### config.mk
export PLATFORM = sky130hd
export DESIGN_NAME = adc_autorange_overvoltage
export DESIGN_NICKNAME = d
export VERILOG_FILES = /design/src/hdl/adc_ar_pkg.sv /design/src/hdl/adc_autorange_overvoltage.sv /design/src/hdl/adc_ar_chan.sv /design/src/hdl/adc_ar_buf.sv
export SDC_FILE = /design/constraint.sdc
export NUM_CORES = 1
export LEC_CHECK = 0
export BUFFER_PORTS_ARGS = -buffer_cell sky130_fd_sc_hd__buf_2
export CAP_MARGIN = 10
export CORE_ASPECT_RATIO = 1.25
export CORE_MARGIN = 1
export CORE_UTILIZATION = 40
export CTS_CLUSTER_DIAMETER = 50
export DETAILED_ROUTE_END_ITERATION = 8
export GPL_ROUTABILITY_DRIVEN = 0
export SYNTH_ARGS = -nofsm -noshare
export SYNTH_HDL_FRONTEND = slang
export SYNTH_SLANG_ARGS = --single-unit
### constraint.sdc
create_clock -name clk -period 16.55 [get_ports clk]
set_input_delay 2.4825 -clock clk [delete_from_list [all_inputs] [get_ports clk]]
set_output_delay 2.4825 -clock clk [all_outputs]
set_load 0.05 [all_outputs]
### src/hdl/adc_ar_pkg.sv
// ---------------------------------------------------------------------------
// adc_ar_pkg
// Shared types, constants and the full-scale table of the auto-ranging block.
// ---------------------------------------------------------------------------
package adc_ar_pkg;

    // Field widths
    localparam int CODE_W     = 16;
    localparam int MAG_W      = 17;
    localparam int GAIN_W     = 3;
    localparam int FS_W       = 13;
    localparam int OVMV_W     = 13;
    localparam int HOLD_W     = 20;
    localparam int HBL_W      = 16;
    localparam int SLOT_W     = 17;
    localparam int HITS_W     = 4;
    localparam int BATCH_W    = 2;
    localparam int WCH_W      = 2;
    localparam int CFG_IDX_W  = 3;
    localparam int CFG_DATA_W = 20;

    // Number of code fields in an input word and gain fields in a result word
    localparam int PORT_CHANNELS = 4;
    localparam int IN_DATA_W     = 64;
    localparam int OUT_DATA_W    = 40;

    // Parameter defaults
    localparam int CHANNELS_DEF       = 4;
    localparam int TOP_GAIN_INDEX_DEF = 5;
    localparam int TRIP_HITS_DEF      = 10;

    // Register indexes
    localparam logic [CFG_IDX_W-1:0] CFG_AUTO_RANGE     = 3'd0;
    localparam logic [CFG_IDX_W-1:0] CFG_OVERVOLTAGE_MV = 3'd1;
    localparam logic [CFG_IDX_W-1:0] CFG_HOLD_SAMPLES   = 3'd2;
    localparam logic [CFG_IDX_W-1:0] CFG_HALF_BUF_LEN   = 3'd3;
    localparam logic [CFG_IDX_W-1:0] CFG_INITIAL_GAIN   = 3'd4;

    // Register reset values
    localparam logic                AUTO_RANGE_RST     = 1'b1;
    localparam logic [OVMV_W-1:0]   OVERVOLTAGE_MV_RST = 13'd6000;
    localparam logic [HOLD_W-1:0]   HOLD_SAMPLES_RST   = 20'd1000;
    localparam logic [HBL_W-1:0]    HALF_BUF_LEN_RST   = 16'd1024;
    localparam int                  INITIAL_GAIN_RST   = 0;

    // Batch codes
    localparam logic [BATCH_W-1:0] BATCH_NONE   = 2'd0;
    localparam logic [BATCH_W-1:0] BATCH_FIRST  = 2'd1;
    localparam logic [BATCH_W-1:0] BATCH_SECOND = 2'd2;

    // 0.95 of full scale: mag * 20 > 19 * 32768
    localparam logic [21:0] WIDEN_LIMIT = 22'd622592;

    typedef struct packed {
        logic              auto_range;
        logic [OVMV_W-1:0] overvoltage_mv;
        logic [HOLD_W-1:0] hold_samples;
    } chan_cfg_t;

    typedef struct packed {
        logic [GAIN_W-1:0] gain;
        logic              changed;
        logic              trip;
    } chan_res_t;

    // Full scale in millivolts for a gain index; indices past 5 sit at 256 mV.
    function automatic logic [FS_W-1:0] fs_mv(input logic [GAIN_W-1:0] g);
        logic [FS_W-1:0] fs;
        unique case (g)
            3'd0:    fs = 13'd6144;
            3'd1:    fs = 13'd4096;
            3'd2:    fs = 13'd2048;
            3'd3:    fs = 13'd1024;
            3'd4:    fs = 13'd512;
            default: fs = 13'd256;
        endcase
        return fs;
    endfunction

endpackage

### src/hdl/adc_autorange_overvoltage.sv
// ---------------------------------------------------------------------------
// adc_autorange_overvoltage
// Four-channel converter front end with over-voltage watch and gain ranging.
// ---------------------------------------------------------------------------
// Usage: each word on the slave stream carries one signed 16-bit code per
// channel. For every accepted word the block returns exactly one word on the
// master stream with the buffer slot, the gain index of each channel after
// the sample, the gain change mask, the over-voltage warning and the batch
// flag. Registers are written over the cfg channel, which is always ready;
// write them only while no word is in flight.
// A word accepted into the input register has its result moved into the
// output register, while the channel state updates, once that register is
// empty or draining. One word per cycle is sustained while the receiver
// keeps up; the limiting path is the per-channel multiply and compare
// between those two registers. The output register decouples the sides, so
// a new word is taken while a finished result still waits. When the receiver
// stalls, the result holds; once the input register fills, s_tready drops.
// Reset empties both registers, clears the hit counts, the countdowns and the
// buffer position, loads the register defaults and sets every gain index to
// the reset value of initial_gain (widest range). Writing initial_gain later
// has no effect until the next reset, which restores its default anyway.
// ---------------------------------------------------------------------------
module adc_autorange_overvoltage #(
    parameter int CHANNELS       = adc_ar_pkg::CHANNELS_DEF,
    parameter int TOP_GAIN_INDEX = adc_ar_pkg::TOP_GAIN_INDEX_DEF,
    parameter int TRIP_HITS      = adc_ar_pkg::TRIP_HITS_DEF
) (
    input  logic                                    clk,
    input  logic                                    rst_n,
    // Input words: code_ch0 [15:0], code_ch1 [31:16], code_ch2 [47:32],
    // code_ch3 [63:48]
    input  logic                                    s_tvalid,
    output logic                                    s_tready,
    input  logic [adc_ar_pkg::IN_DATA_W-1:0]        s_tdata,
    // Result words: buffer_slot [16:0], gain_ch0 [19:17], gain_ch1 [22:20],
    // gain_ch2 [25:23], gain_ch3 [28:26], gain_changed [32:29],
    // overvoltage_warn [33], overvoltage_channel [35:34], batch_ready [37:36],
    // zero [39:38]
    output logic                                    m_tvalid,
    input  logic                                    m_tready,
    output logic [adc_ar_pkg::OUT_DATA_W-1:0]       m_tdata,
    // Register writes
    input  logic                                    cfg_valid,
    output logic                                    cfg_ready,
    input  logic [adc_ar_pkg::CFG_IDX_W-1:0]        cfg_index,
    input  logic [adc_ar_pkg::CFG_DATA_W-1:0]       cfg_data
);

    localparam int NP = adc_ar_pkg::PORT_CHANNELS;
    localparam int GW = adc_ar_pkg::GAIN_W;

    // Configuration registers
    logic                                auto_range_reg;
    logic [adc_ar_pkg::OVMV_W-1:0]       ovmv_reg;
    logic [adc_ar_pkg::HOLD_W-1:0]       hold_reg;
    logic [adc_ar_pkg::HBL_W-1:0]        hbl_reg;
    adc_ar_pkg::chan_cfg_t               chan_cfg;

    // Pipeline registers
    logic                                in_valid_reg;
    logic [adc_ar_pkg::IN_DATA_W-1:0]    in_data_reg;
    logic                                out_valid_reg;
    logic [adc_ar_pkg::OUT_DATA_W-1:0]   out_data_reg, out_data_next;
    logic                                step;

    adc_ar_pkg::chan_res_t               res [CHANNELS];
    logic [GW-1:0]                       port_gain [NP];
    logic [NP-1:0]                       changed;
    logic                                warn;
    logic [adc_ar_pkg::WCH_W-1:0]        warn_ch;
    logic [adc_ar_pkg::SLOT_W-1:0]       slot;
    logic [adc_ar_pkg::BATCH_W-1:0]      batch;

    // ---------------- configuration ----------------
    assign cfg_ready = 1'b1;

    always_ff @(posedge clk or negedge rst_n)
    begin
        if (!rst_n)
        begin
            auto_range_reg <= adc_ar_pkg::AUTO_RANGE_RST;
            ovmv_reg       <= adc_ar_pkg::OVERVOLTAGE_MV_RST;
            hold_reg       <= adc_ar_pkg::HOLD_SAMPLES_RST;
            hbl_reg        <= adc_ar_pkg::HALF_BUF_LEN_RST;
        end
        else if (cfg_valid)
        begin
            unique case (cfg_index)
                adc_ar_pkg::CFG_AUTO_RANGE:     auto_range_reg <= cfg_data[0];
                adc_ar_pkg::CFG_OVERVOLTAGE_MV: ovmv_reg <= cfg_data[adc_ar_pkg::OVMV_W-1:0];
                adc_ar_pkg::CFG_HOLD_SAMPLES:   hold_reg <= cfg_data;
                adc_ar_pkg::CFG_HALF_BUF_LEN:   hbl_reg  <= cfg_data[adc_ar_pkg::HBL_W-1:0];
                // The initial gain only matters at reset, where its default applies.
                adc_ar_pkg::CFG_INITIAL_GAIN:   ;
                default:                        ;
            endcase
        end
    end

    assign chan_cfg.auto_range     = auto_range_reg;
    assign chan_cfg.overvoltage_mv = ovmv_reg;
    assign chan_cfg.hold_samples   = hold_reg;

    // ---------------- handshake ----------------
    // The word in the input register is processed when the output register
    // is empty or is being drained in this cycle.
    assign step     = in_valid_reg && (!out_valid_reg || m_tready);
    assign s_tready = !in_valid_reg || step;
    assign m_tvalid = out_valid_reg;
    assign m_tdata  = out_data_reg;

    always_ff @(posedge clk or negedge rst_n)
    begin
        if (!rst_n)
        begin
            in_valid_reg  <= 1'b0;
            out_valid_reg <= 1'b0;
        end
        else
        begin
            if (s_tready)
            begin
                in_valid_reg <= s_tvalid;
            end
            if (step)
            begin
                out_valid_reg <= 1'b1;
            end
            else if (m_tready)
            begin
                out_valid_reg <= 1'b0;
            end
        end
    end

    always_ff @(posedge clk)
    begin
        if (s_tvalid && s_tready)
        begin
            in_data_reg <= s_tdata;
        end
        if (step)
        begin
            out_data_reg <= out_data_next;
        end
    end

    // ---------------- channels ----------------
    // Channels beyond the four carried in the word see a code of zero.
    for (genvar i = 0; i < CHANNELS; i++)
    begin : g_chan
        logic signed [adc_ar_pkg::CODE_W-1:0] code;
        if (i < NP)
        begin : g_code
            assign code = in_data_reg[i*adc_ar_pkg::CODE_W +: adc_ar_pkg::CODE_W];
        end
        else
        begin : g_zero
            assign code = '0;
        end

        adc_ar_chan #(
            .TOP_GAIN_INDEX (TOP_GAIN_INDEX),
            .TRIP_HITS      (TRIP_HITS)
        ) u_chan (
            .clk   (clk),
            .rst_n (rst_n),
            .step  (step),
            .code  (code),
            .cfg   (chan_cfg),
            .res   (res[i])
        );
    end

    for (genvar i = 0; i < NP; i++)
    begin : g_port
        if (i < CHANNELS)
        begin : g_used
            assign port_gain[i] = res[i].gain;
            assign changed[i]   = res[i].changed;
        end
        else
        begin : g_unused
            assign port_gain[i] = '0;
            assign changed[i]   = 1'b0;
        end
    end

    // Warning source is the highest channel that tripped, in its low two bits.
    always_comb
    begin
        warn    = 1'b0;
        warn_ch = '0;
        for (int i = 0; i < CHANNELS; i++)
        begin
            if (res[i].trip)
            begin
                warn    = 1'b1;
                warn_ch = adc_ar_pkg::WCH_W'(i);
            end
        end
    end

    // ---------------- buffer position ----------------
    adc_ar_buf u_buf (
        .clk      (clk),
        .rst_n    (rst_n),
        .step     (step),
        .half_len (hbl_reg),
        .slot     (slot),
        .batch    (batch)
    );

    assign out_data_next = {2'b00, batch, warn_ch, warn, changed,
                            port_gain[3], port_gain[2], port_gain[1], port_gain[0],
                            slot};

endmodule

### src/hdl/adc_ar_chan.sv
// ---------------------------------------------------------------------------
// adc_ar_chan
// One channel: over-voltage hit counter and gain ranging with hold countdown.
// ---------------------------------------------------------------------------
module adc_ar_chan #(
    parameter int TOP_GAIN_INDEX = adc_ar_pkg::TOP_GAIN_INDEX_DEF,
    parameter int TRIP_HITS      = adc_ar_pkg::TRIP_HITS_DEF
) (
    input  logic                                    clk,
    input  logic                                    rst_n,
    input  logic                                    step,
    input  logic signed [adc_ar_pkg::CODE_W-1:0]    code,
    input  adc_ar_pkg::chan_cfg_t                   cfg,
    output adc_ar_pkg::chan_res_t                   res
);

    localparam logic [adc_ar_pkg::GAIN_W-1:0] TOP_G =
        adc_ar_pkg::GAIN_W'(TOP_GAIN_INDEX);
    localparam logic [adc_ar_pkg::GAIN_W-1:0] GAIN_RST =
        (adc_ar_pkg::INITIAL_GAIN_RST > TOP_GAIN_INDEX) ? TOP_G
            : adc_ar_pkg::GAIN_W'(adc_ar_pkg::INITIAL_GAIN_RST);
    localparam logic [adc_ar_pkg::HITS_W-1:0] TRIP_LIM =
        adc_ar_pkg::HITS_W'(TRIP_HITS);

    logic [adc_ar_pkg::GAIN_W-1:0] gain_reg, gain_next;
    logic [adc_ar_pkg::HITS_W-1:0] hits_reg, hits_next;
    logic [adc_ar_pkg::HOLD_W-1:0] cd_reg, cd_next;

    logic [adc_ar_pkg::MAG_W-1:0]  mag;
    logic [27:0]                   prod;
    logic [27:0]                   ov_lim;
    logic                          over;
    logic [adc_ar_pkg::HITS_W-1:0] hits_inc;
    logic                          trip;
    logic [21:0]                   mag20;
    logic [adc_ar_pkg::GAIN_W-1:0] g_w;
    logic [adc_ar_pkg::GAIN_W:0]   up_ext;
    logic [adc_ar_pkg::GAIN_W-1:0] up;
    logic [30:0]                   low_lhs;
    logic [30:0]                   low_rhs;
    logic                          low;
    logic [adc_ar_pkg::HOLD_W-1:0] cd_cur;

    // Magnitude of the two's complement code, 0 .. 32768.
    assign mag = code[adc_ar_pkg::CODE_W-1]
        ? adc_ar_pkg::MAG_W'(-{code[adc_ar_pkg::CODE_W-1], code})
        : {1'b0, code};

    // Sample in millivolts times 32768.
    assign prod   = 28'(mag) * 28'(adc_ar_pkg::fs_mv(gain_reg));
    assign ov_lim = {cfg.overvoltage_mv, 15'd0};
    assign over   = prod > ov_lim;

    assign hits_inc = hits_reg + 4'd1;
    assign trip     = over && (hits_inc > TRIP_LIM);

    assign mag20 = 22'(mag) * 22'd20;
    assign g_w   = (mag20 > adc_ar_pkg::WIDEN_LIMIT && gain_reg != '0)
                   ? gain_reg - 3'd1 : gain_reg;

    assign up_ext = {1'b0, g_w} + 4'd1;
    assign up     = (up_ext > {1'b0, TOP_G}) ? TOP_G : up_ext[adc_ar_pkg::GAIN_W-1:0];

    // Below 0.8 of the next narrower full scale.
    assign low_lhs = 31'(prod) * 31'd5;
    assign low_rhs = {1'b0, adc_ar_pkg::fs_mv(up), 17'd0};
    assign low     = (low_lhs < low_rhs) && (g_w < TOP_G);

    assign cd_cur = (cd_reg == '0) ? cfg.hold_samples : cd_reg;

    always_comb
    begin
        gain_next = gain_reg;
        cd_next   = cd_reg;
        if (cfg.auto_range)
        begin
            gain_next = g_w;
            if (low)
            begin
                if (cd_cur <= 20'd1)
                begin
                    cd_next   = '0;
                    gain_next = up;
                end
                else
                begin
                    cd_next = cd_cur - 20'd1;
                end
            end
            else
            begin
                cd_next = cfg.hold_samples;
            end
        end
    end

    always_comb
    begin
        hits_next = hits_reg;
        if (over)
        begin
            hits_next = trip ? '0 : hits_inc;
        end
    end

    always_ff @(posedge clk or negedge rst_n)
    begin
        if (!rst_n)
        begin
            gain_reg <= GAIN_RST;
            hits_reg <= '0;
            cd_reg   <= '0;
        end
        else if (step)
        begin
            gain_reg <= gain_next;
            hits_reg <= hits_next;
            cd_reg   <= cd_next;
        end
    end

    assign res.gain    = gain_next;
    assign res.changed = gain_next != gain_reg;
    assign res.trip    = trip;

endmodule

### src/hdl/adc_ar_buf.sv
// ---------------------------------------------------------------------------
// adc_ar_buf
// Double-buffer write position with half and full batch signalling.
// ---------------------------------------------------------------------------
module adc_ar_buf (
    input  logic                                clk,
    input  logic                                rst_n,
    input  logic                                step,
    input  logic [adc_ar_pkg::HBL_W-1:0]        half_len,
    output logic [adc_ar_pkg::SLOT_W-1:0]       slot,
    output logic [adc_ar_pkg::BATCH_W-1:0]      batch
);

    logic [adc_ar_pkg::SLOT_W-1:0] pos_reg, pos_next;
    logic [adc_ar_pkg::SLOT_W:0]   nxt;
    logic [adc_ar_pkg::SLOT_W:0]   half_ext;
    logic [adc_ar_pkg::SLOT_W:0]   full_ext;

    assign nxt      = {1'b0, pos_reg} + 18'd1;
    assign half_ext = {2'b00, half_len};
    assign full_ext = {1'b0, half_len, 1'b0};

    always_comb
    begin
        priority if (nxt == half_ext)
        begin
            batch    = adc_ar_pkg::BATCH_FIRST;
            pos_next = nxt[adc_ar_pkg::SLOT_W-1:0];
        end
        else if (nxt >= full_ext)
        begin
            batch    = adc_ar_pkg::BATCH_SECOND;
            pos_next = '0;
        end
        else
        begin
            batch    = adc_ar_pkg::BATCH_NONE;
            pos_next = nxt[adc_ar_pkg::SLOT_W-1:0];
        end
    end

    always_ff @(posedge clk or negedge rst_n)
    begin
        if (!rst_n)
        begin
            pos_reg <= '0;
        end
        else if (step)
        begin
            pos_reg <= pos_next;
        end
    end

    assign slot = pos_reg;

endmodule

After elaboration in Yosys (flattened, before gate mapping)
Cells that the tools add are included.
{ "word_totals": {"ff_bits": 279, "input_bits": 92, "output_inout_bits": 43, "word_cells": 230} }
{ "op_classes": {"add_sub_neg": 21, "multipliers": 12, "order_cmp": 29, "n_eq_ne": 40, "mux": 56, "reduce_logical": 47} }
{ "op_table": {"columns": ["operator", "n"], "rows": [
  ["one-hot mux 13 bit (5 select lines)", 8],
  ["2-to-1 mux 20 bit", 12],
  ["less-than comparator 31 x 30 -> 1 bit", 4],
  ["multiplier 28 x 3 -> 31 bit, second input constant", 4],
  ["> comparator 28 bit", 4],
  ["multiplier 17 x 13 -> 28 bit", 4],
  ["2-to-1 mux 17 bit", 6],
  ["> comparator 22 x 20 -> 1 bit, second input constant", 4],
  ["<= comparator 20 x 1 -> 1 bit, second input constant", 4],
  ["logical NOT 20 bit", 4],
  ["multiplier 17 x 3 -> 20 bit, second input constant", 4],
  ["subtractor 20 x 1 -> 20 bit, second input constant", 4],
  ["negator 17 bit", 4],
  ["2-to-1 mux 3 bit", 20],
  ["== test 3 x 2 -> 1 bit, second input constant", 18],
  ["== test 3 x 1 -> 1 bit, second input constant", 9],
  ["logical NOT 3 bit", 9],
  ["== test 3 bit, second input constant", 8],
  ["adder 17 x 1 -> 18 bit, second input constant", 1],
  ["== test 18 x 16 -> 1 bit", 1],
  ["greater-or-equal comparator 18 x 17 -> 1 bit", 1],
  ["AND reduction 2 bit", 9],
  ["adder 3 x 1 -> 4 bit, second input constant", 4],
  ["adder 4 x 1 -> 4 bit, second input constant", 4],
  ["other kinds (15)", 55]
]} }

Depth between registers and ports, before layout
Gate-level depths: netlist of run 1.
{ "depth": {"depth_word": 16, "ltp_mapped": 47, "depth_no_buf": 46} }

Cells and area by module
Synthesis of run 1 repeated with hierarchy kept, for this count alone.
{ "unflattened": {"cells_unflattened": 4826, "hier_area_um2": 40532.6} }
{ "modules_own_cells": {"columns": ["module", "instances", "cells_per_inst", "area_per_inst_um2", "seq_area_each_um2"], "rows": [
  ["adc_ar_chan (g_chan[1].u_chan)", 1, 1115, 8410.6, 675.6],
  ["adc_ar_chan (g_chan[3].u_chan)", 1, 1105, 8363.0, 675.6],
  ["adc_ar_chan (g_chan[2].u_chan)", 1, 1069, 8181.6, 675.6],
  ["adc_ar_chan (g_chan[0].u_chan)", 1, 1051, 8039.0, 675.6],
  ["adc_autorange_overvoltage", 1, 227, 5307.6, 4383.0],
  ["adc_ar_buf", 1, 259, 2230.9, 425.4]
]} }

Worst setup path before layout of run 1
No wires, ideal clock.
{ "synth_path": {"kind": "reg2reg", "startpoint": "register g_chan[0].u_chan.gain_reg[0] (netlist name)", "endpoint": "register out_data_reg (netlist bit m_tdata[29]) (data pin)", "setup_ps": 255, "arrival_ps": 9775, "required_time_ps": 16295, "slack_ps": 6520, "stages_incl_launch_ff": 44, "n_path_buf": 3, "period_less_slack_ps": 10030, "path_cell_list": "dfrtp_1 > clkbuf_1 > clkinv_1 > ha_1 > o21bai_1 > clkbuf_1 > nor2_1 > fa_1 > fa_1 > inv_1 > fa_1 > inv_1 > ha_1 > ha_1 > ha_1 > fa_1 > a21o_1 > a21oi_1 > [... 8 more ...] > o21ai_0 > nand2_1 > a311oi_1 > a311oi_1 > o21a_1 > o21a_1 > o21a_1 > nor3_1 > nor2b_1 > ha_1 > o2111a_1 > nor2b_1 > mux2i_1 > and4_1 > buf_4 > nand2_4 > or3_1 > and3_1"} }
{ "synth_between": {"elab_chain_len": 13, "elab_cells_between_ends": 28, "classes_between": "2 x add/sub; 2 x mul; 3 x order compare; 9 x eq/ne; 7 x mux; 5 x reduce/logical"} }
{ "synth_rtl": {"columns": ["element", "line", "text"], "rows": [
  ["from (decl)", "adc_ar_chan.sv:25", "logic [adc_ar_pkg::GAIN_W-1:0] gain_reg, gain_next;"],
  ["from (signal assigned)", "adc_ar_chan.sv:116", "gain_reg <= gain_next;"],
  ["branches (longest 12 deep; another with multiplier 28 x 3 -> 31 bit)", null, null],
  ["inequality test 3 bit (*)", "adc_ar_chan.sv:123", "assign res.changed = gain_next != gain_reg;"],
  ["net changed[0]", "adc_autorange_overvoltage.sv:68", "logic [NP-1:0] changed;"],
  ["to (signal assigned)", "adc_autorange_overvoltage.sv:144", "out_data_reg <= out_data_next;"],
  ["to (decl)", "adc_autorange_overvoltage.sv:63", "logic [adc_ar_pkg::OUT_DATA_W-1:0] out_data_reg, out_data_next;"]
]} }
Mark *: on every way through the listed nets, which the timed path passes.
A chain may end at the register's enable or synchronous reset.

Worst setup path after layout of run 1
Ends and elaborated chain as after synthesis.

==> impl_metrics.sql, run 1 <==
INSERT INTO impl_metrics (metric_group, metric, value, unit) VALUES
('outcome', 'run_status', 'finished clean', ''),
('setup_path', 'worst_case_register_to_register_setup_slack', '5680', 'ps'),
('finish', 'areaGrowthSynthToFinish', '9.074', '%'),
('finish', 'antenna-diode-count', '0', ''),
('setup_path', 'rr_endpoint', 'm_tdata[29]$_DFFE_PP_', ''),
('logic_synthesis', 'postSynthRegisterBits', '279', ''),
('clock_tree', 'h-tree-depth', '2', ''),
('setup_path', 'timing.setup.critical_path_class', 'flop to flop', ''),
('finish', 'final_util', '44.07', '%'),
('die', 'core.rowCount', '126', ''),
('die', 'fp.dieArea', '0.09664', 'mm^2'),
('route', 'dr_total_vias', '32520', ''),
('finish', 'largest_register_ffs', '80', ''),
('clock_tree', 'clk-insertion-delay-late', '630', 'ps'),
('setup_path', 'critical_path.n_buffers_inverters', '3', ''),
('sta', 'hold_slack', '498.0', 'ps'),
('logic_synthesis', 'post_synth_inst_count', '4562', ''),
('sta', 'timing.slew.headroom', '25.72', '%'),
('setup_path', 'cp_common_cell', 'sky130_fd_sc_hd__ha_1', ''),
('clock_tree', 'hold_buf_cts', '0', ''),
('finish', 'num-nets-final', '5538', ''),
('setup_path', 'critPathTopFamily', 'adder cells', ''),
('placed_design', 'place.detailed.hpwl', '75600', 'um'),
('setup_path', 'r2r_cells', '42', ''),
('setup_path', 'cp.arrival', '11220', 'ps'),
('finish', 'drive_gt1_share', '7.757', '%'),
('die', 'core_area', '0.09443', 'mm^2'),
('placed_design', 'numPortBuffers', '131', ''),
('setup_path', 'cp.required', '16910', 'ps'),
('logic_synthesis', 'ys_seq_area_share', '19.69', '%'),
('clock_tree', 'clock_tree_from_tritoncts', 'done', ''),
('route', 'drt_iter0_markers', '1616', ''),
('sta', 'fin_skew', '55.66', 'ps'),
('logic_synthesis', 'edff_count_synth', '102', ''),
('global_route', 'grt_usage', '20.46', '%'),
('setup_path', 'endpoint_kind', 'flop', ''),
('hold_path', 'hold-path-cell-count', '1', ''),
('run', 'drv.max_cap_violation_count', '0', ''),
('sta', 'period_minus_slack', '10870', 'ps'),
('setup_path', 'critical_path.max_fanout', '13', ''),
('global_route', 'antenna_found_initial', '2', ''),
('die', 'fp.dieW', '278.2', 'um'),
('global_route', 'global_route.overflow_total', '0', ''),
('clock_tree', 'post_cts.repair.setup_buffers', '0', ''),
('sta', 'rsz0062_at_grt', 'false', ''),
('logic_synthesis', 'synth.avg_cell_area', '8.364', 'um^2'),
('clock_tree', 'post_cts.resized_instances', '0', ''),
('setup_path', 'critical_path.max_stage_delay', '540', 'ps'),
('clock_tree', 'cts-root-buf', 'sky130_fd_sc_hd__clkbuf_16', ''),
('clock_tree', 'clock_pin_slew_reported_for_the_worst_setup_and_hold_paths_after_clock_tree_synthesis', '60', 'ps'),
('route', 'drt-pass1-iter-count', '5', ''),
('hold_path', 'min_path_type', 'flop to flop', ''),
('setup_path', 'startpoint_type', 'flop', ''),
('sta', 'setup-tns-final', '0', 'ps'),
('hold_path', 'hold_path.startpoint', 'in_valid_reg$_DFFE_PN0N_', ''),
('global_route', 'grt_max_degree', '107', ''),
('setup_path', 'critical_path.slowest_cell', 'sky130_fd_sc_hd__fa_1', ''),
('logic_synthesis', 'post_synth_num_cell_types', '94', ''),
('sta', 'worstMarginPinSlew', '1112', 'ps'),
('logic_synthesis', 'yosysWarnings', '0', ''),
('sta', 'max_freq', '92.03', 'MHz'),
('route', 'wl', '98490', 'um'),
('setup_path', 'timing.rr.start', 'g_chan[0].u_chan.gain_reg[0]$_DFFE_PN0P_', ''),
('global_route', 'via_count_of_the_first_global_routing_pass', '31960', ''),
('route', 'final_antenna_net_count', '0', ''),
('sta', 'finalSetupViolations', '0', ''),
('logic_synthesis', 'postSynth.asyncResetShare', '63.44', '%'),
('logic_synthesis', 'synth-main-ff-cell', 'sky130_fd_sc_hd__dfrtp_1', ''),
('hold_path', 'hold_end', 'm_tvalid$_DFFE_PN0P_', ''),
('sta', 'finalHoldViolations', '0', ''),
('clock_tree', 'cts-root-to-sink-buffers', '3', ''),
('route', 'number_of_vias_per_cell_after_detailed_routing', '5.528', ''),
('sta', 'post-route-period-util', '65.66', '%'),
('clock_tree', 'cts.sink_count', '279', ''),
('route', 'drt-wirelength-per-cell', '16.74', 'um'),
('clock_tree', 'tritoncts.num_buffers', '42', ''),
('route', 'drt_drc_violations_left', '0', ''),
('global_route', 'grt_pass1_wl', '163600', 'um'),
('die', 'initial_core_utilization', '40.40', '%'),
('die', 'chipHeight', '347.3', 'um'),
('die', 'ios', '135', ''),
('sta', 'timing_max_transition_violations_final', '0', ''),
('logic_synthesis', 'cell_area_after_synthesis', '0.03816', 'mm^2');
==> layer usage <==
layer / vias up / track usage [%] / wire length [um]
met2: 536 / 36.12 / 47840
met1: 15700 / 25.79 / 43750
met5: - / 0 / 11
met3: 164 / 2.255 / 3579
li1: 16110 / - / -
met4: 2 / 6.822 / 3304
==> kinds of logic after synthesis <==
family	share of synthesized area [%]
and+or+nand+nor	17.60
AOI/OAI and AO/OA	17.13
adders and majority gates	30.28
buffers and inverters	7.129
DFF	19.69
xor gates and xnor gates	5.732
muxes	2.427
other	0.01968
==> Yosys cell counts (14+ instances only) <==
library cell | n | area (um^2)
sky130_fd_sc_hd__a221oi_1 | 18 | 157.7
sky130_fd_sc_hd__o21a_1 | 29 | 217.7
sky130_fd_sc_hd__a21oi_1 | 244 | 1221
sky130_fd_sc_hd__edfxtp_1 | 102 | 3063
sky130_fd_sc_hd__o22ai_1 | 26 | 162.7
sky130_fd_sc_hd__a31oi_1 | 60 | 375.4
sky130_fd_sc_hd__nand2b_1 | 35 | 219.0
sky130_fd_sc_hd__mux2_2 | 44 | 495.5
sky130_fd_sc_hd__a21o_1 | 86 | 645.6
sky130_fd_sc_hd__dfstp_2 | 15 | 394.1
sky130_fd_sc_hd__clkbuf_1 | 143 | 536.8
sky130_fd_sc_hd__o21bai_1 | 34 | 255.2
sky130_fd_sc_hd__nor2b_1 | 41 | 256.5
sky130_fd_sc_hd__ha_1 | 629 | 7870
sky130_fd_sc_hd__mux2i_1 | 43 | 430.4
sky130_fd_sc_hd__nand4_1 | 26 | 162.7
sky130_fd_sc_hd__nor3_1 | 106 | 530.5
sky130_fd_sc_hd__nor4_1 | 36 | 225.2
sky130_fd_sc_hd__dfrtp_1 | 162 | 4054
sky130_fd_sc_hd__xor2_1 | 119 | 1042
sky130_fd_sc_hd__nor2_1 | 549 | 2061
sky130_fd_sc_hd__or4_1 | 28 | 210.2
sky130_fd_sc_hd__nand3b_1 | 14 | 105.1
sky130_fd_sc_hd__inv_1 | 547 | 2053
sky130_fd_sc_hd__nand2_1 | 295 | 1107
sky130_fd_sc_hd__o2111ai_1 | 17 | 148.9
sky130_fd_sc_hd__xnor2_1 | 127 | 1112
sky130_fd_sc_hd__or3_1 | 62 | 387.9
sky130_fd_sc_hd__or2_2 | 28 | 175.2
sky130_fd_sc_hd__o31ai_1 | 47 | 352.8
sky130_fd_sc_hd__and2_1 | 36 | 225.2
sky130_fd_sc_hd__nand3_1 | 71 | 355.3
sky130_fd_sc_hd__o21ai_0 | 209 | 1046
sky130_fd_sc_hd__and3_1 | 38 | 237.7
sky130_fd_sc_hd__fa_1 | 184 | 3684
sky130_fd_sc_hd__o211ai_1 | 35 | 262.8
sky130_fd_sc_hd__a211oi_1 | 40 | 300.3
==> area by class of cell <==
type,count,area [um^2]
fill,9225,52820
multi-input combinational,3584,28030
sequential,279,7511
inverter,551,2068
tap,1216,1521
clock buffer,48,1094
timing repair buffer,175,994.7
clock inverter,30,394.1
==> metrics by stage <==
step                      instance area (um^2)  setup WS (ps)  instances
after floorplan                          38220           6520       4579
after global placement                   40130           6135       5805
after detailed placement                 40130           5833       5805
after CTS                                41620           5792       5883
after global routing                     41620           4917       5883
final                                    41620           5684       5883
==> worst max-delay path by stage <==
stage	from	end	slack, ps	depth (start not counted)
2_1_floorplan	g_chan[0].u_chan.gain_reg[0]$_DFFE_PN0P_	m_tdata[29]$_DFFE_PP_	6520	43
3_3_place_gp	g_chan[2].u_chan.gain_reg[0]$_DFFE_PN0P_	m_tdata[23]$_DFFE_PP_	6140	39
3_5_place_dp	g_chan[0].u_chan.gain_reg[0]$_DFFE_PN0P_	m_tdata[29]$_DFFE_PP_	5830	42
4_1_cts	g_chan[0].u_chan.gain_reg[0]$_DFFE_PN0P_	m_tdata[29]$_DFFE_PP_	5790	42
5_1_grt	g_chan[0].u_chan.gain_reg[0]$_DFFE_PN0P_	m_tdata[29]$_DFFE_PP_	4920	44
6_report	g_chan[0].u_chan.gain_reg[0]$_DFFE_PN0P_	m_tdata[29]$_DFFE_PP_	5680	42
==> layout by cell type (no fill, tap or decap), types with 62 or more instances in the layout <==
cell type,count
sky130_fd_sc_hd__fa_1,184
sky130_fd_sc_hd__nand2_1,294
sky130_fd_sc_hd__inv_1,546
sky130_fd_sc_hd__dfrtp_1,162
sky130_fd_sc_hd__xnor2_1,127
sky130_fd_sc_hd__a21o_1,86
sky130_fd_sc_hd__buf_2,130
sky130_fd_sc_hd__nand3_1,71
sky130_fd_sc_hd__nor2_1,547
sky130_fd_sc_hd__or3_1,62
sky130_fd_sc_hd__o21ai_0,208
sky130_fd_sc_hd__xor2_1,119
sky130_fd_sc_hd__ha_1,629
sky130_fd_sc_hd__edfxtp_1,102
sky130_fd_sc_hd__nor3_1,106
sky130_fd_sc_hd__a21oi_1,244
Power of run 1 is not shown: default switching activity piles up to over one toggle a cycle in this logic, so the estimate is an artifact.
==> inputs of run 2 (changes only) <==
==> constraint.sdc (replaced) <==
create_clock -name clk -period 8.7 [get_ports clk]
set_input_delay 1.305 -clock clk [delete_from_list [all_inputs] [get_ports clk]]
set_output_delay 1.305 -clock clk [all_outputs]
set_load 0.05 [all_outputs]
==> impl_metrics.sql, run 2 (synthesis gave the netlist of run 1 again) <==
INSERT INTO impl_metrics (metric_group, metric, value, unit) VALUES
('outcome', 'run_status', 'complete, but fails checks', ''),
('outcome', 'violations_in_the_final_reports', 'negative setup slack', ''),
('setup_path', 'critical_path.slowest_cell', 'sky130_fd_sc_hd__fa_1', ''),
('setup_path', 'timing.rr.start', 'in_data_reg[3]$_DFFE_PP_', ''),
('global_route', 'antenna_found_initial', '1', ''),
('sta', 'period_minus_slack', '9178', 'ps'),
('clock_tree', 'cts-root-to-sink-buffers', '3', ''),
('die', 'core.rowCount', '126', ''),
('finish', 'design_area', '0.05029', 'mm^2'),
('setup_path', 'crit_cells', '43', ''),
('clock_tree', 'cts-root-buf', 'sky130_fd_sc_hd__clkbuf_16', ''),
('route', 'dr_total_vias', '35390', ''),
('global_route', 'via_count_of_the_first_global_routing_pass', '34860', ''),
('sta', 'max_freq', '109.0', 'MHz'),
('setup_path', 'startpoint_type', 'flop', ''),
('sta', 'worstMarginPinSlew', '1122', 'ps'),
('finish', 'drive_gt1_share', '27.59', '%'),
('setup_path', 'critPathTopFamily', 'adder cells', ''),
('die', 'fp.dieW', '278.2', 'um'),
('setup_path', 'timing.setup.critical_path_class', 'flop to flop', ''),
('sta', 'final.setup.worst_slack', '-478.0', 'ps'),
('route', 'wl', '110300', 'um'),
('run', 'drv.max_cap_violation_count', '0', ''),
('route', 'final_antenna_net_count', '0', ''),
('sta', 'rsz0062_at_grt', 'true', ''),
('setup_path', 'worst_setup_path_startpoint', 'in_data_reg[3]$_DFFE_PP_', ''),
('finish', 'antenna-diode-count', '0', ''),
('setup_path', 'cp.required', '9090', 'ps'),
('finish', 'areaGrowthSynthToFinish', '31.82', '%'),
('clock_tree', 'clk-insertion-delay-late', '640', 'ps'),
('global_route', 'grt_max_degree', '118', ''),
('route', 'drt-wirelength-per-cell', '16.89', 'um'),
('placed_design', 'place.detailed.hpwl', '81330', 'um'),
('setup_path', 'worst_case_register_to_register_setup_slack', '-480', 'ps'),
('sta', 'finalHoldViolations', '0', ''),
('die', 'fp.dieArea', '0.09664', 'mm^2'),
('setup_path', 'setup.worst_path.end', 'm_tdata[29]$_DFFE_PP_', ''),
('route', 'drt_iter0_markers', '1953', ''),
('die', 'chipHeight', '347.3', 'um'),
('setup_path', 'rr_endpoint', 'm_tdata[29]$_DFFE_PP_', ''),
('sta', 'setup-tns-final', '-14200', 'ps'),
('global_route', 'grt_usage', '21.87', '%'),
('clock_tree', 'h-tree-depth', '2', ''),
('global_route', 'global_route.overflow_total', '0', ''),
('finish', 'most_common_cell_after_layout_fill_and_taps_aside', 'sky130_fd_sc_hd__buf_4', ''),
('clock_tree', 'clock_pin_slew_reported_for_the_worst_setup_and_hold_paths_after_clock_tree_synthesis', '60', 'ps'),
('setup_path', 'endpoint_kind', 'flop', ''),
('clock_tree', 'cts.sink_count', '279', ''),
('hold_path', 'hold-path-cell-count', '1', ''),
('finish', 'filler_cell_count', '8552', ''),
('sta', 'finalSetupViolations', '80', ''),
('route', 'number_of_vias_per_cell_after_detailed_routing', '5.421', ''),
('placed_design', 'numPortBuffers', '131', ''),
('finish', 'largest_register_ffs', '80', ''),
('route', 'drt-pass1-iter-count', '5', ''),
('finish', 'final_util', '53.26', '%'),
('hold_path', 'min_path_type', 'flop to flop', ''),
('sta', 'timing_max_transition_violations_final', '0', ''),
('finish', 'num-nets-final', '6181', ''),
('die', 'initial_core_utilization', '40.40', '%'),
('setup_path', 'r2r_cells', '43', ''),
('clock_tree', 'hold_buf_cts', '0', ''),
('setup_path', 'critical_path.max_stage_delay', '510', 'ps'),
('placed_design', 'dpl-instance-area', '0.04399', 'mm^2'),
('die', 'core_area', '0.09443', 'mm^2'),
('sta', 'timing.slew.headroom', '24.62', '%'),
('clock_tree', 'tritoncts.num_buffers', '46', ''),
('finish', 'post_layout_nonfiller_instances', '6529', ''),
('placed_design', 'placed_cells', '6276', ''),
('route', 'drt_drc_violations_left', '0', ''),
('setup_path', 'critical_path.n_buffers_inverters', '5', ''),
('clock_tree', 'clock_tree_from_tritoncts', 'done', ''),
('sta', 'fin_skew', '49.73', 'ps'),
('global_route', 'grt_pass1_wl', '174200', 'um'),
('setup_path', 'critical_path.max_fanout', '5', ''),
('setup_path', 'cp.arrival', '9570', 'ps'),
('finish', 'most_frequent_cells_in_the_layout', '614 x sky130_fd_sc_hd__buf_4, 522 x sky130_fd_sc_hd__ha_1, 518 x sky130_fd_sc_hd__inv_1', ''),
('sta', 'post-route-period-util', '105.5', '%'),
('die', 'ios', '135', '');
-- run 2: per-layer routing --
| metal | up-vias | global-route usage (%) | wire length (um) |
|---|---|---|---|
| li1 | 17410 | - | - |
| met1 | 17110 | 26.66 | 46340 |
| met2 | 706 | 39.20 | 55950 |
| met3 | 174 | 2.403 | 4200 |
| met4 | 0 | 8.434 | 3821 |
| met5 | - | 0 | 0 |
-- run 2: how the worst min path moves through the flow --
stage	from	slack, ps	to
finish	in_valid_reg$_DFFE_PN0N_	500	m_tvalid$_DFFE_PN0P_
global route	hold_reg[17]$_DFFE_PN0P_	520	hold_reg[17]$_DFFE_PN0P_
CTS	in_valid_reg$_DFFE_PN0N_	500	m_tvalid$_DFFE_PN0P_
detailed placement	in_valid_reg$_DFFE_PN0N_	480	m_tvalid$_DFFE_PN0P_
global placement	in_valid_reg$_DFFE_PN0N_	470	m_tvalid$_DFFE_PN0P_
floorplan	in_valid_reg$_DFFE_PN0N_	460	m_tvalid$_DFFE_PN0P_
-- run 2: worst reg2reg max path, delay by kind of cell, from the launching register on --
| kind | cells | cell delay [ps] |
|---|---|---|
| buffers and inverters | 5 | 540 |
| adder cells (fa/ha/maj) | 9 | 2890 |
| AND/OR/NAND/NOR | 9 | 1710 |
| AO/OA/AOI/OAI | 17 | 2840 |
| XOR/XNOR | 2 | 300 |
| flip-flops | 1 | 450 |
| multiplexers | 1 | 200 |
-- run 2: per-stage QoR --
| stage | setup WS, ps | hold WS, ps |
|---|---|---|
| 4_1_cts | -384.8 | 503.0 |
| 5_1_grt | -874.7 | 521.3 |
| 3_5_place_dp | -591.1 | 484.5 |
| 6_report | -478.0 | 504.2 |
| 3_3_place_gp | -523.3 | 466.4 |
| 2_1_floorplan | -231.4 | 456.9 |
-- run 2: area by class of cell --
| class | instances | area [um^2] | area share (%) |
|---|---|---|---|
| sequential | 279 | 7513 | 14.94 |
| clock inverter | 30 | 367.9 | 0.7314 |
| timing repair buffer | 813 | 6254 | 12.43 |
| clock buffer | 55 | 1225 | 2.435 |
| tap | 1216 | 1521 | 3.025 |
| multi-input combinational | 3585 | 31330 | 62.29 |
| inverter | 551 | 2085 | 4.145 |
-- run 2: timing repair --
item	in CTS	in global routing
pin swaps	170	247
cloned	8	1
setup buffers	89	76
resized for setup	268	370
setup endpoints to repair	108	108
Power of run 2 is left out for the same reason.
